**src/rtl/apfr_pkg.sv**
```systemverilog
// Constants and codes for the addressed packet receive framer.
// No dependencies; used by the top level and its checker.
package apfr_pkg;

    localparam int BUF_SIZE = 256;
    localparam int CNT_W    = $clog2(BUF_SIZE + 1);

    localparam logic [7:0] PREAMBLE   = 8'hAA;
    localparam logic [7:0] BCAST_ADDR = 8'd254;
    localparam int         HDR_BYTES  = 8;
    localparam int         ADDR_POS   = 1;
    localparam int         LEN_HI_POS = 4;
    localparam int         LEN_LO_POS = 5;

    // event ops
    localparam logic [1:0] OP_BYTE     = 2'd0;
    localparam logic [1:0] OP_LINE_ERR = 2'd1;
    localparam logic [1:0] OP_RELEASE  = 2'd2;

    // frame events
    localparam logic [2:0] EV_NONE     = 3'd0;
    localparam logic [2:0] EV_START    = 3'd1;
    localparam logic [2:0] EV_ADDR_REJ = 3'd2;
    localparam logic [2:0] EV_TOO_LONG = 3'd3;
    localparam logic [2:0] EV_COMPLETE = 3'd4;
    localparam logic [2:0] EV_LINE_ERR = 3'd5;
    localparam logic [2:0] EV_RELEASED = 3'd6;

endpackage

```
**src/rtl/addressed_packet_receive_framer_unit.sv**
```systemverilog
// Addressed packet receive framer: one UART event in, one framing result out.
// Depends on apfr_pkg.
//
// One request per clock is taken when the result side keeps up. Each request
// passes an input register, then the framing logic, which updates the framer
// state and fills the result register that drives the outputs. The input
// register stalls while the result register holds an unread result: a new
// request is taken only while the input register is empty or can move on.
// Packet length limit is BUF_SIZE bytes; byte and total counters are sized
// from it.
module addressed_packet_receive_framer_unit (
    input  logic       clk,
    input  logic       rst_n,
    input  logic       cfg_we,
    input  logic [7:0] cfg_wdata,
    input  logic       in_valid,
    output logic       in_ready,
    input  logic [1:0] op,
    input  logic [7:0] rx_byte,
    output logic       out_valid,
    input  logic       out_ready,
    output logic       store_valid,
    output logic [7:0] store_index,
    output logic [7:0] store_byte,
    output logic [2:0] frame_event,
    output logic       receiving,
    output logic       packet_ready,
    output logic [8:0] packet_total,
    output logic [15:0] line_error_count
);
    import apfr_pkg::*;

    logic [7:0]       unit_address_reg;
    logic             s1_valid_reg;
    logic [1:0]       s1_op_reg;
    logic [7:0]       s1_byte_reg;
    logic             s1_advance;

    logic             collecting_reg, collecting_next;
    logic             ready_hold_reg, ready_hold_next;
    logic [CNT_W-1:0] byte_count_reg, byte_count_next;
    logic [CNT_W-1:0] expected_total_reg, expected_total_next;
    logic [7:0]       len_hi_reg, len_hi_next;
    logic [15:0]      err_tally_reg, err_tally_next;

    logic             out_valid_reg;
    logic             store_valid_reg, store_valid_next;
    logic [7:0]       store_index_reg, store_index_next;
    logic [7:0]       store_byte_reg, store_byte_next;
    logic [2:0]       frame_event_reg, frame_event_next;

    logic [16:0]      total;
    logic [CNT_W-1:0] bc_inc;
    logic [CNT_W+7:0] bc_ext;
    logic [CNT_W+8:0] exp_ext;

    assign s1_advance = s1_valid_reg && (!out_valid_reg || out_ready);
    assign in_ready   = !s1_valid_reg || s1_advance;

    assign total  = 17'(HDR_BYTES) + {1'b0, len_hi_reg, s1_byte_reg};
    assign bc_inc = byte_count_reg + CNT_W'(1);
    assign bc_ext = {8'd0, byte_count_reg};

    always_comb
    begin
        collecting_next     = collecting_reg;
        ready_hold_next     = ready_hold_reg;
        byte_count_next     = byte_count_reg;
        expected_total_next = expected_total_reg;
        len_hi_next         = len_hi_reg;
        err_tally_next      = err_tally_reg;
        store_valid_next    = 1'b0;
        store_index_next    = 8'd0;
        store_byte_next     = 8'd0;
        frame_event_next    = EV_NONE;

        case (s1_op_reg)
            OP_LINE_ERR:
            begin
                collecting_next  = 1'b0;
                ready_hold_next  = 1'b0;
                byte_count_next  = '0;
                err_tally_next   = err_tally_reg + 16'd1;
                frame_event_next = EV_LINE_ERR;
            end
            OP_RELEASE:
            begin
                collecting_next  = 1'b0;
                ready_hold_next  = 1'b0;
                byte_count_next  = '0;
                frame_event_next = EV_RELEASED;
            end
            OP_BYTE:
            begin
                if (!ready_hold_reg)
                begin
                    if (!collecting_reg)
                    begin
                        if (s1_byte_reg == PREAMBLE)
                        begin
                            store_valid_next    = 1'b1;
                            store_byte_next     = s1_byte_reg;
                            collecting_next     = 1'b1;
                            expected_total_next = CNT_W'(HDR_BYTES);
                            byte_count_next     = CNT_W'(1);
                            frame_event_next    = EV_START;
                        end
                    end
                    else if (byte_count_reg == CNT_W'(ADDR_POS))
                    begin
                        store_valid_next = 1'b1;
                        store_index_next = 8'(ADDR_POS);
                        store_byte_next  = s1_byte_reg;
                        if (s1_byte_reg == unit_address_reg || s1_byte_reg == BCAST_ADDR)
                        begin
                            byte_count_next = bc_inc;
                        end
                        else
                        begin
                            collecting_next  = 1'b0;
                            byte_count_next  = '0;
                            frame_event_next = EV_ADDR_REJ;
                        end
                    end
                    else
                    begin
                        store_valid_next = 1'b1;
                        store_index_next = bc_ext[7:0];
                        store_byte_next  = s1_byte_reg;
                        if (byte_count_reg == CNT_W'(LEN_HI_POS))
                        begin
                            len_hi_next = s1_byte_reg;
                        end
                        if (byte_count_reg == CNT_W'(LEN_LO_POS) && total > 17'(BUF_SIZE))
                        begin
                            collecting_next     = 1'b0;
                            byte_count_next     = '0;
                            expected_total_next = '0;
                            frame_event_next    = EV_TOO_LONG;
                        end
                        else
                        begin
                            if (byte_count_reg == CNT_W'(LEN_LO_POS))
                            begin
                                expected_total_next = total[CNT_W-1:0];
                            end
                            byte_count_next = bc_inc;
                            if (bc_inc >= expected_total_next)
                            begin
                                ready_hold_next  = 1'b1;
                                frame_event_next = EV_COMPLETE;
                            end
                        end
                    end
                end
            end
            default:
            begin
                frame_event_next = EV_NONE;
            end
        endcase
    end

    always_ff @(posedge clk or negedge rst_n)
    begin
        if (!rst_n)
        begin
            unit_address_reg   <= 8'd0;
            s1_valid_reg       <= 1'b0;
            out_valid_reg      <= 1'b0;
            collecting_reg     <= 1'b0;
            ready_hold_reg     <= 1'b0;
            byte_count_reg     <= '0;
            expected_total_reg <= '0;
            len_hi_reg         <= 8'd0;
            err_tally_reg      <= 16'd0;
        end
        else
        begin
            if (cfg_we)
            begin
                unit_address_reg <= cfg_wdata;
            end
            if (in_ready)
            begin
                s1_valid_reg <= in_valid;
            end
            if (s1_advance)
            begin
                out_valid_reg      <= 1'b1;
                collecting_reg     <= collecting_next;
                ready_hold_reg     <= ready_hold_next;
                byte_count_reg     <= byte_count_next;
                expected_total_reg <= expected_total_next;
                len_hi_reg         <= len_hi_next;
                err_tally_reg      <= err_tally_next;
            end
            else if (out_ready)
            begin
                out_valid_reg <= 1'b0;
            end
        end
    end

    always_ff @(posedge clk)
    begin
        if (in_ready && in_valid)
        begin
            s1_op_reg   <= op;
            s1_byte_reg <= rx_byte;
        end
        if (s1_advance)
        begin
            store_valid_reg <= store_valid_next;
            store_index_reg <= store_index_next;
            store_byte_reg  <= store_byte_next;
            frame_event_reg <= frame_event_next;
        end
    end

    // state registers already hold the post-step values
    assign exp_ext = {9'd0, expected_total_reg};

    assign out_valid        = out_valid_reg;
    assign store_valid      = store_valid_reg;
    assign store_index      = store_index_reg;
    assign store_byte       = store_byte_reg;
    assign frame_event      = frame_event_reg;
    assign receiving        = collecting_reg;
    assign packet_ready     = ready_hold_reg;
    assign packet_total     = exp_ext[8:0];
    assign line_error_count = err_tally_reg;

endmodule

```
**config.mk**
```make
export PLATFORM = sky130hd
export DESIGN_NAME = addressed_packet_receive_framer_unit
export DESIGN_NICKNAME = d
export VERILOG_FILES = /design/src/rtl/apfr_pkg.sv /design/src/rtl/addressed_packet_receive_framer_unit.sv
export SDC_FILE = /design/constraint.sdc
export NUM_CORES = 1
export LEC_CHECK = 0
export ABC_AREA = 1
export BUFFER_PORTS_ARGS = -buffer_cell sky130_fd_sc_hd__buf_2
export CAP_MARGIN = 20
export CORE_MARGIN = 2
export CORE_UTILIZATION = 35
export CTS_BUF_LIST = sky130_fd_sc_hd__clkbuf_8
export DETAILED_ROUTE_END_ITERATION = 7
export SLEW_MARGIN = 20
export SYNTH_ARGS = -nofsm -noshare
export SYNTH_HDL_FRONTEND = slang
export SYNTH_SLANG_ARGS = --single-unit
```
**constraint.sdc**
```tcl
create_clock -name clk -period 2.3 [get_ports clk]
set_input_delay 0.23 -clock clk [delete_from_list [all_inputs] [get_ports clk]]
set_output_delay 0.23 -clock clk [all_outputs]
set_load 0.05 [all_outputs]
```
Word-level counts from Yosys, hierarchy flattened
Cells that the tools add are included.

Flip-flop bits (word level): 84. Bits of input ports: 23. Output and inout bits: 49.

Add/sub/neg operators: 3. Order comparisons: 2. Eq/ne operators: 11. Mux-type cells: 44. Bitwise logic cells: 4. Reduce and logical (&&, ||, !) cells: 22.

Operator list (number): $mux 9 (16); $eq 9x3->1 const B (2); $pmux 9 s2 (1); $add 4x16->17 const A (1); $gt 17x9->1 const B (1); $add 16x1->16 const B (1); $eq 8x8->1 const B (2); $mux 1 (16); $mux 8 (2); $mux 3 (5); $add 9x1->9 const B (1); $eq 9x1->1 const B (1); $ge 9x9->1 (1); $pmux 3 s3 (1); $eq 8x8->1 (1); $reduce_and 6->1 (1); $reduce_bool 2->1 (3); $reduce_and 5->1 (1); $ne 2x2->1 const B (2); $not 1->1 (4); $pmux 1 s2 (2); $reduce_and 2->1 (2); $reduce_and 4->1 (1); $reduce_or 2->1 (2); 11 further kinds (16).

Longest topological paths before layout
Gate-level depths: netlist (run 1).

Depth in word-level cells: 15. Gate-level depth with buffers: 17. Depth with buffers taken out: 17.

Worst setup path before layout (run 1)
Ideal clock, no wire load.

Path type: register to register. From: register out_valid_reg (netlist: out_valid). To: register expected_total_reg[8] (netlist: packet_total[8]). Setup time: 83 ps. Arrival time: 2653 ps. Data required time: 2217 ps. Setup slack: -435 ps. Stages on the path, launching flop included: 6. Path through: dfrtp_1 > a21oi_1 > nand3_2 > nor2_4 > nand3_1 > o21ai_0.

Cells in the longest elaborated chain, start to end: 4.

Ends and longest elaborated chain: start: declaration (RTL line addressed_packet_receive_framer_unit.sv:46) `logic out_valid_reg;`; start signal: assignment (RTL line addressed_packet_receive_framer_unit.sv:170) `out_valid_reg <= 1'b0;`; start signal: assignment (RTL line addressed_packet_receive_framer_unit.sv:190) `out_valid_reg <= 1'b1;`; start signal: assignment (RTL line addressed_packet_receive_framer_unit.sv:200) `out_valid_reg <= 1'b0;`; $logic_not 1->1 (RTL line addressed_packet_receive_framer_unit.sv:57) `assign s1_advance = s1_valid_reg && (!out_valid_reg || out_ready);`; $logic_or 1x1->1 (RTL line addressed_packet_receive_framer_unit.sv:57); $logic_and 1x1->1 (RTL line addressed_packet_receive_framer_unit.sv:57); named net s1_advance (RTL line addressed_packet_receive_framer_unit.sv:37) `logic s1_advance;`; $reduce_and 5->1 (no source line); end signal: assignment (RTL line addressed_packet_receive_framer_unit.sv:194) `expected_total_reg <= expected_total_next;`; end: declaration (RTL line addressed_packet_receive_framer_unit.sv:42) `logic [CNT_W-1:0] expected_total_reg, expected_total_next;`.

The timed path passes the listed nets, and every way through them passes these cells. A chain may end at the register's enable or synchronous reset.

Final worst setup path (run 1)
From: register byte_count_reg[1]. To: register ready_hold_reg (netlist: packet_ready).

Cells in the longest elaborated chain, start to end: 14. Elaborated cells between the ends (all ways): 17. Those cells by class: add/sub: 1; order compare: 1; eq/ne: 2; mux: 12; reduce/logical: 1.

Ends and longest elaborated chain: start: declaration (RTL line addressed_packet_receive_framer_unit.sv:41) `logic [CNT_W-1:0] byte_count_reg, byte_count_next;`; start signal: assignment (RTL line addressed_packet_receive_framer_unit.sv:193) `byte_count_reg <= byte_count_next;`; $eq 9x3->1 (RTL line addressed_packet_receive_framer_unit.sv:134, addressed_packet_receive_framer_unit.sv:143); $mux 9 (RTL line addressed_packet_receive_framer_unit.sv:143) `if (byte_count_reg == CNT_W'(LEN_LO_POS))`; $mux 9 (RTL line addressed_packet_receive_framer_unit.sv:134) `if (byte_count_reg == CNT_W'(LEN_LO_POS) && total > 17'(BUF_SIZE))`; $mux 9 (RTL line addressed_packet_receive_framer_unit.sv:109) `else if (byte_count_reg == CNT_W'(ADDR_POS))`; $mux 9 (RTL line addressed_packet_receive_framer_unit.sv:97) `if (!collecting_reg)`; $mux 9 (RTL line addressed_packet_receive_framer_unit.sv:95) `if (!ready_hold_reg)`; $mux 9 (RTL line addressed_packet_receive_framer_unit.sv:77) `case (s1_op_reg)`; $ge 9x9->1 (RTL line addressed_packet_receive_framer_unit.sv:148) `if (bc_inc >= expected_total_next)`; $mux 1 (RTL line addressed_packet_receive_framer_unit.sv:148); $mux 1 (RTL line addressed_packet_receive_framer_unit.sv:134); $mux 1 * (RTL line addressed_packet_receive_framer_unit.sv:109); $mux 1 * (RTL line addressed_packet_receive_framer_unit.sv:97); $mux 1 * (RTL line addressed_packet_receive_framer_unit.sv:95); $pmux 1 s2 * (RTL line addressed_packet_receive_framer_unit.sv:77); end signal: assignment (RTL line addressed_packet_receive_framer_unit.sv:192) `ready_hold_reg <= ready_hold_next;`; end: declaration (RTL line addressed_packet_receive_framer_unit.sv:40) `logic ready_hold_reg, ready_hold_next;`.

Every way passes the cells marked *; elsewhere a longest branch is shown, timed or not. The select of a mux whose other input is x is not followed.

==> impl_metrics.csv, run 1 <==
group,metric,value,unit
cts,clockRootBuffer,"clkbuf_8",
timing,fin_crit_sh,1.09,
synth,synth.top_cell.area_share,0.307,
routing,drtAntennaViolNets,0,
routing,routed_via_density,4.70,
synth,synth_cells,488,
power_and_ir_drop,ir_drop,0.623,mV
setup_path,crit_family,"simple AND/OR/NAND/NOR gates",
setup_path,r2r_slack,-0.22,ns
routing,avgRoutedWirePerCell,14.1,um
timing,max_freq,397,MHz
timing,hold_viol,0,
setup_path,worstSetupPathType,"reg2reg",
flow_run,drv_cap,0,
synth,yosysSeqAreaShare,0.511,
timing,rsz0062_at_grt,"yes",
placement,dp_slack,-0.229,ns
setup_path,worst-path-max-fanout,6,
cts,clock_latency,0.36,ns
routing,drt-total-wl,11400,um
setup_path,required,2.60,ns
cells_and_area,largest_reg_flops,16,
die,placementRows,40,
timing,fin_ws,-0.216,ns
placement,place_congestion,0.879,
setup_path,cp_slowest_cell,"dfrtp_2",
timing,hold-worst-slack,0.0396,ns
timing,slew_headroom,0.487,
timing,fin_setup_tns,-0.409,ns
status,violations,"setup timing",
setup_path,crit_path_max_incr_delay,0.45,ns
synth,yosys.area.top_type,"dfrtp_1",
cts,numCtsBuffers,9,
cells_and_area,drive_gt1_frac,0.395,
cts,cts_max_level,3,
die,boundaryPins,72,
cells_and_area,final_util,0.499,
synth,syn_avg_cell_area,9.03,um2
synth,synthDistinctLibCells,37,
cells_and_area,stdcell_count,806,
routing,via_count,3792,
global_route,grt_first_pass_wirelength,18200,um
cells_and_area,fin_nets,670,
cts,path_clk_slew,0.09,ns
setup_path,crit_chain,"inv_2 > ha_4 > nand2_4 > inv_2 > nand3_4 > buf_8 > o21ai_4 > inv_2 > ha_4 > nand2_2 > o21ai_1 > nand2_1 > nand4_1 > nand2_1 > nand3b_4 > buf_6 > a21boi_2",
synth,ys_warn_count,0,
cells_and_area,diodes,0,
hold_path,whs_path_depth,1,
placement,hpwl,8160,um
placement,place_inst,773,
global_route,grt_pass1_vias,3764,
global_route,grt-ovfl-total,0,
synth,synthArstFlopShare,0.643,
timing,finalSetupViolCount,2,
global_route,grt_max_degree,32,
synth,synth-edff-count,30,
cts,cts_tree,"built",
die,die_area,0.0135,mm2
setup_path,start_kind,"register",
hold_path,holdPathEnd,"s1_op_reg[0]",
timing,min_period,2.52,ns
die,initial_core_util,0.362,
setup_path,r2r_end,"packet_ready",
cts,clk_path_buf_depth,2,
setup_path,r2r_start,"byte_count_reg[1]",
global_route,grt_usage,0.175,
setup_path,reg2reg_depth,17,
timing,slew_violations,0,
hold_path,worstHoldStart,"op[0]",
routing,drt_iter0_markers,277,
synth,synth-main-ff-cell,"dfrtp_1",
power_and_ir_drop,p_leak,0.00284,uW
hold_path,hold_path_class,"in2reg",
die,die_w,116,um
power_and_ir_drop,powerDensity,660,mW/mm2
cells_and_area,syn2layout_area_growth,37.6,%
routing,drcViolationCount,0,
die,core_area,0.0122,mm2
cts,cts_sinks,84,
synth,synth_nets,525,
timing,clock-skew-final,0.00918,ns
global_route,antenna_found_initial,0,
setup_path,critPathArrivalTime,2.81,ns
routing,dr.pass1.iters,4,
setup_path,worst_setup_path_end_kind,"register",
status,status,"finished, violations left",
synth,ys_top_cells_by_area,"dfrtp_1, edfxtp_1, nand2_1",
setup_path,crit_buf_inv,5,
synth,syn-cell-area,0.00441,mm2
setup_path,worst_path_most_repeated_cell,"inv_2",
synth,synth-seq-cells,84,
die,fp.dieH,116,um
placement,portBuffers,71,
timing,worst_pin_slew,0.770,ns
-- layer usage --
metal  track usage  wire, um  up-vias
li1              -         -     1882
met1         0.230      5080     1782
met2         0.276      5160      103
met3        0.0472       802       25
met4        0.0714       346        0
met5             0         0        -
-- cells by family (layout without fill, tap and decap cells) --
group / after synthesis / after routing / share of synthesized area
compound gates: 51 / 51 / 0.0718
xor+xnor: 28 / 28 / 0.0556
fa+ha+maj: 14 / 14 / 0.0398
buf+inv: 71 / 220 / 0.0647
flops: 84 / 84 / 0.511
mux: 5 / 5 / 0.0128
simple gates: 235 / 236 / 0.244
-- power breakdown --
group / switching [uW] / internal [uW] / leakage, uW
clock: 565 / 785 / 0.000130
combinational: 621 / 260 / 0.00172
sequential: 93.0 / 1680 / 0.000995
-- cell usage after synthesis, types with 2 or more instances --
| master | number |
|---|---|
| nor4_1 | 2 |
| xor2_1 | 17 |
| a21oi_1 | 11 |
| ha_1 | 14 |
| nor2_1 | 44 |
| nand3_1 | 33 |
| nand4_1 | 11 |
| clkbuf_1 | 4 |
| nor2_2 | 10 |
| nand3b_1 | 2 |
| nor2_4 | 2 |
| xnor2_1 | 11 |
| dfrtp_1 | 54 |
| nor3_1 | 2 |
| inv_1 | 61 |
| nand2_2 | 6 |
| nand2_1 | 118 |
| o21ai_0 | 19 |
| edfxtp_1 | 30 |
| o22ai_1 | 4 |
| buf_6 | 2 |
| o21ai_2 | 9 |
| mux2_2 | 5 |
| inv_2 | 3 |
| o21a_1 | 2 |
-- final cells by class --
class | instances | area [um2]
clock inverters | 5 | 108
multi-input cells | 334 | 2190
fillers | 1108 | 6100
clock buffers | 11 | 151
repair buffers | 140 | 911
inverters | 64 | 243
flip-flops and latches | 84 | 2250
well taps | 168 | 210
-- metrics by stage --
stage | total power [uW] | cell area [um2]
floorplan | 2350 | 4470
global placement | 2600 | 5370
detailed placement | 2620 | 5370
CTS | 4010 | 5940
global route | 4160 | 6070
finish | 4000 | 6070
-- worst max path at each step --
stage,start,endpoint,cells after the start,slack [ns]
after floorplan,byte_count_reg[0],frame_event[2],13,-0.01
after global placement,byte_count_reg[0],frame_event[2],12,-0.18
after detailed placement,byte_count_reg[0],frame_event[2],12,-0.23
after CTS,byte_count_reg[0],frame_event[2],13,-0.16
after global routing,byte_count_reg[1],packet_ready,17,-0.34
final,byte_count_reg[1],packet_ready,17,-0.22
-- timing repair --
item	in CTS	in global routing
endpoints found under the setup margin	2	17
setup buffers	11	3
hold buffers	1	0
pin swaps	20	13
gates cloned	1	1
endpoints found under the hold margin	29	0
gates resized for setup	45	19
-- placed cells by master (no fill, tap or decap), types with 9 or more instances in the layout --
master,n
buf_2,71
buf_4,62
clkbuf_8,11
dfrtp_1,52
edfxtp_1,30
ha_4,9
inv_1,49
inv_2,14
nand2_1,113
nand2_2,10
nand3_1,28
nand4_1,11
nor2_1,39
nor2_2,15
o21ai_0,11
o21ai_2,11
xnor2_1,11
xor2_1,14
Power figures use the tool's default switching activity.
==> inputs of run 2 (changes only) <==
Clock period 2.3 ns to 2.55 ns, I/O delays scaled along.
==> impl_metrics.csv, run 2 (synthesized netlist as in run 1, its figures left out) <==
group,metric,value,unit
status,status,"finished, violations left",
status,violations,"setup timing",
routing,via_count,3829,
cells_and_area,fillers,1153,
timing,hold-worst-slack,0.0398,ns
setup_path,worst_setup_path_end_kind,"register",
setup_path,crit_chain,"inv_1 > nand4_1 > inv_1 > nand3_4 > inv_4 > buf_4 > o21ai_1 > buf_4 > buf_4 > buf_4 > buf_4 > buf_4 > buf_4 > buf_4 > buf_4 > buf_4 > buf_4 > nand3_1 > o21ai_1",
placement,place_area,0.00530,mm2
die,initial_core_util,0.362,
setup_path,worst-path-max-fanout,4,
setup_path,worstSetupPathType,"reg2reg",
routing,drt-total-wl,11200,um
cts,cts_sinks,84,
cells_and_area,largest_reg_flops,16,
die,die_area,0.0135,mm2
die,placementRows,40,
cts,cts_max_level,3,
routing,routed_via_density,4.76,
timing,worst_pin_slew,0.635,ns
cells_and_area,drive_gt1_frac,0.354,
placement,place_congestion,0.861,
global_route,grt-ovfl-total,0,
cells_and_area,multi_input_area,0.00204,mm2
routing,avgRoutedWirePerCell,14.0,um
timing,slew_violations,0,
global_route,grt_max_degree,32,
cells_and_area,diodes,0,
placement,portBuffers,71,
timing,finalSetupViolCount,2,
timing,rsz0062_at_grt,"yes",
routing,drtAntennaViolNets,0,
setup_path,crit_path_max_incr_delay,0.40,ns
hold_path,hold_path_class,"in2reg",
cts,clockRootBuffer,"clkbuf_8",
routing,drcViolationCount,0,
cells_and_area,syn2layout_area_growth,32.3,%
timing,min_period,2.65,ns
cells_and_area,fin_nets,668,
setup_path,required,2.83,ns
cts,numCtsBuffers,9,
cells_and_area,final_util,0.479,
timing,fin_crit_sh,1.04,
die,boundaryPins,72,
timing,max_freq,378,MHz
global_route,antenna_found_initial,0,
cts,cts_tree,"built",
die,core_area,0.0122,mm2
cells_and_area,final_common_cell,"nand2_1",
die,fp.dieH,116,um
cts,clk_path_buf_depth,2,
global_route,grt_first_pass_wirelength,17700,um
setup_path,critPathArrivalTime,2.92,ns
die,die_w,116,um
setup_path,cp_slowest_cell,"dfrtp_1",
cells_and_area,regArea,0.00225,mm2
timing,hold_viol,0,
setup_path,start_kind,"register",
cells_and_area,layout_common_cells,"nand2_1, buf_2, buf_4",
cts,path_clk_slew,0.09,ns
timing,clock-skew-final,0.00677,ns
global_route,grt_pass1_vias,3633,
flow_run,drv_cap,0,
power_and_ir_drop,ir_drop,0.573,mV
power_and_ir_drop,p_leak,0.00278,uW
timing,fin_ws,-0.0975,ns
setup_path,worst_path_most_repeated_cell,"buf_4",
power_and_ir_drop,powerDensity,583,mW/mm2
cells_and_area,stdcell_area,0.00583,mm2
timing,slew_headroom,0.577,
global_route,grt_usage,0.174,
cts,clock_latency,0.38,ns
placement,hpwl,8460,um
routing,dr.pass1.iters,5,
routing,drt_iter0_markers,246,
==> run 2: timing repair <==
action | 4_1_cts | 5_1_grt
resized for setup | 10 | 36
cloned | 0 | 1
endpoints found under the hold margin | 23 | 0
pin swaps | 2 | 11
hold buffers | 1 | 0
buffers inserted | 13 | 6
endpoints found under the setup margin | 1 | 3
==> run 2: final timing paths <==
path / depth (start not counted) / startpoint / slack, ns / end
max in group asynchronous: 3 / rst_n / 1.54 / len_hi_reg[4]
max: 19 / byte_count_reg[6] / -0.1 / packet_total[6]
max reg2reg: 19 / byte_count_reg[6] / -0.1 / packet_total[6]
min: 1 / rx_byte[6] / 0.04 / s1_byte_reg[6]
min reg2reg: 1 / line_error_count[15] / 0.48 / line_error_count[15]
min in group asynchronous: 2 / rst_n / 0.42 / packet_total[2]
==> run 2: final cells by class <==
cell class                      count  share of cell area
Multi-Input combinational cell    333               0.350
Timing Repair Buffer              139               0.153
Tap cell                          168              0.0361
Clock inverter                      7              0.0124
Sequential cell                    84               0.386
Clock buffer                        9              0.0212
Inverter                           64              0.0416
==> run 2: metal layers <==
| layer | wire [um] | track usage | up-vias |
|---|---|---|---|
| met5 | 0 | 0 | - |
| met4 | 201 | 0.0571 | 0 |
| met3 | 766 | 0.0555 | 22 |
| met2 | 5150 | 0.271 | 116 |
| met1 | 5130 | 0.232 | 1806 |
| li1 | - | - | 1885 |
==> run 2: power by group <==
part           internal, uW  switching (uW)
combinational           254             554
clock                   458             530
sequential             1510            86.9
==> run 2: worst max-delay path: cells and delay by family (launching register included) <==
family | cells | cell delay (ns)
DFF | 1 | 0.40
AOI/OAI and AO/OA | 2 | 0.12
and+or+nand+nor | 3 | 0.38
buffers and inverters | 14 | 1.63
==> run 2: through the flow <==
| step | power [uW] | cells | TNS [ns] | worst slack (ns) |
|---|---|---|---|---|
| 2_1_floorplan | 2110 | 488 | 0 | 0.0467 |
| 3_3_place_gp | 2340 | 767 | -0.0803 | -0.0803 |
| 3_5_place_dp | 2360 | 767 | -0.119 | -0.119 |
| 4_1_cts | 3400 | 797 | 0 | 0.00691 |
| 5_1_grt | 3560 | 804 | -0.479 | -0.195 |
| 6_report | 3400 | 804 | -0.106 | -0.0975 |
==> inputs of run 3 (changes only) <==
Settings changed: SETUP_SLACK_MARGIN set to 0.4.
==> impl_metrics.csv, run 3 (synthesized netlist as in run 1, its figures left out) <==
group,metric,value,unit
status,status,"completed",
routing,drtAntennaViolNets,0,
power_and_ir_drop,powerDensity,565,mW/mm2
die,initial_core_util,0.362,
timing,rsz0062_at_grt,"yes",
placement,dp_slack,0.0222,ns
cells_and_area,fin_nets,656,
cells_and_area,syn2layout_area_growth,34.8,%
routing,avgRoutedWirePerCell,14.5,um
cts,clockRootBuffer,"clkbuf_8",
timing,min_period,2.51,ns
power_and_ir_drop,p_leak,0.00278,uW
setup_path,worstSetupPathType,"reg2reg",
timing,max_freq,398,MHz
routing,drt-total-wl,11400,um
timing,fin_crit_sh,0.984,
placement,place_area,0.00519,mm2
routing,drcViolationCount,0,
cells_and_area,stdcell_area,0.00594,mm2
global_route,antenna_found_initial,0,
cells_and_area,diodes,0,
cts,path_clk_slew,0.09,ns
cells_and_area,layout_common_cells,"nand2_1, buf_2, dfrtp_1",
cells_and_area,drive_gt1_frac,0.367,
routing,routed_via_density,4.75,
cts,cts_sinks,84,
flow_run,drv_cap,0,
setup_path,critPathArrivalTime,2.64,ns
timing,clock-skew-final,0.0107,ns
placement,portBuffers,71,
die,placementRows,40,
global_route,grt_pass1_vias,3649,
power_and_ir_drop,ir_drop,0.532,mV
cts,clock_latency,0.38,ns
cts,numCtsBuffers,9,
setup_path,worst_setup_path_end_kind,"register",
die,boundaryPins,72,
cells_and_area,final_common_cell,"nand2_1",
timing,worst_pin_slew,0.470,ns
cells_and_area,largest_reg_flops,16,
placement,hpwl,8490,um
setup_path,required,2.68,ns
timing,slew_violations,0,
cells_and_area,fillers,1117,
routing,via_count,3764,
die,die_area,0.0135,mm2
global_route,grt_max_degree,30,
die,die_w,116,um
cts,cts_tree,"built",
timing,finalSetupViolCount,0,
die,core_area,0.0122,mm2
hold_path,hold_path_class,"in2reg",
timing,fin_ws,0.0398,ns
routing,dr.pass1.iters,4,
cts,clk_path_buf_depth,2,
die,fp.dieH,116,um
global_route,grt_first_pass_wirelength,18000,um
routing,drt_iter0_markers,201,
timing,slew_headroom,0.684,
cells_and_area,final_util,0.488,
cts,cts_max_level,3,
global_route,grt_usage,0.177,
setup_path,worst-path-max-fanout,6,
timing,hold_viol,0,
global_route,grt-ovfl-total,0,
placement,place_congestion,0.900,
setup_path,start_kind,"register",
==> run 3: cell count changes in the layout (fill, tap and decap cells not counted), sizes merged <==
cell and delta:
nand3 +1, inv -2, clkbuf +2, buf -13
==> run 3: through the flow <==
step	hold slack, ns	std cells	TNS, ns	power, uW
after floorplan	-0.0406	488	0	2120
after global placement	0.143	743	0	2320
after detailed placement	0.146	743	0	2330
after CTS	0.0271	773	0	3360
after global routing	0.0242	792	-0.161	3510
final	0.0473	792	0	3350
==> run 3: worst max-delay path, cell delays in order (launching register included) <==
cell,delay (ns)
dfrtp_2,0.44
inv_2,0.09
ha_4,0.14
nand2_4,0.06
inv_4,0.07
nand3_4,0.13
buf_8,0.19
o21ai_2,0.14
inv_1,0.07
ha_1,0.17
a21oi_1,0.14
nor2_1,0.06
a211oi_2,0.18
nand4_1,0.11
nand2_1,0.08
nand3b_4,0.13
a21oi_2,0.05
==> run 3: metal layers <==
| layer | part of all wire | wire length (um) | up-vias | global-route usage |
|---|---|---|---|---|
| li1 | - | - | 1857 | - |
| met5 | 0 | 0 | - | 0 |
| met4 | 0.019 | 221 | 0 | 0.0833 |
| met3 | 0.081 | 931 | 17 | 0.0555 |
| met2 | 0.45 | 5190 | 109 | 0.266 |
| met1 | 0.45 | 5100 | 1781 | 0.235 |
==> run 3: path summary, 6_finish.rpt <==
kind | startpoint | endpoint | slack, ns | cells past startpoint
min reg2reg | line_error_count[15] | line_error_count[15] | 0.47 | 1
min | rx_byte[5] | s1_byte_reg[5] | 0.05 | 1
max | byte_count_reg[1] | frame_event[2] | 0.04 | 16
min in group asynchronous | rst_n | len_hi_reg[0] | 0.27 | 2
max reg2reg | byte_count_reg[1] | frame_event[2] | 0.04 | 16
max in group asynchronous | rst_n | len_hi_reg[3] | 1.61 | 3
==> run 3: timing repair <==
action	CTS	global route
buffers inserted	12	19
pin swaps	1	16
hold endpoints to repair	8	0
hold buffers	1	0
setup endpoints to repair	8	29
cloned	1	0
resized for setup	6	45
==> run 3: layout make-up <==
type | instances | area [um2] | area share
clock buffers | 11 | 151 | 0.0255
clock inverters | 5 | 58.8 | 0.00990
inverters | 64 | 248 | 0.0417
multi-input cells | 334 | 2180 | 0.367
flip-flops and latches | 84 | 2250 | 0.380
well taps | 168 | 210 | 0.0354
repair buffers | 126 | 838 | 0.141
==> run 3: report_power, final <==
part	internal [uW]	switching, uW
Combinational	205	544
Clock	508	499
Sequential	1510	84.0
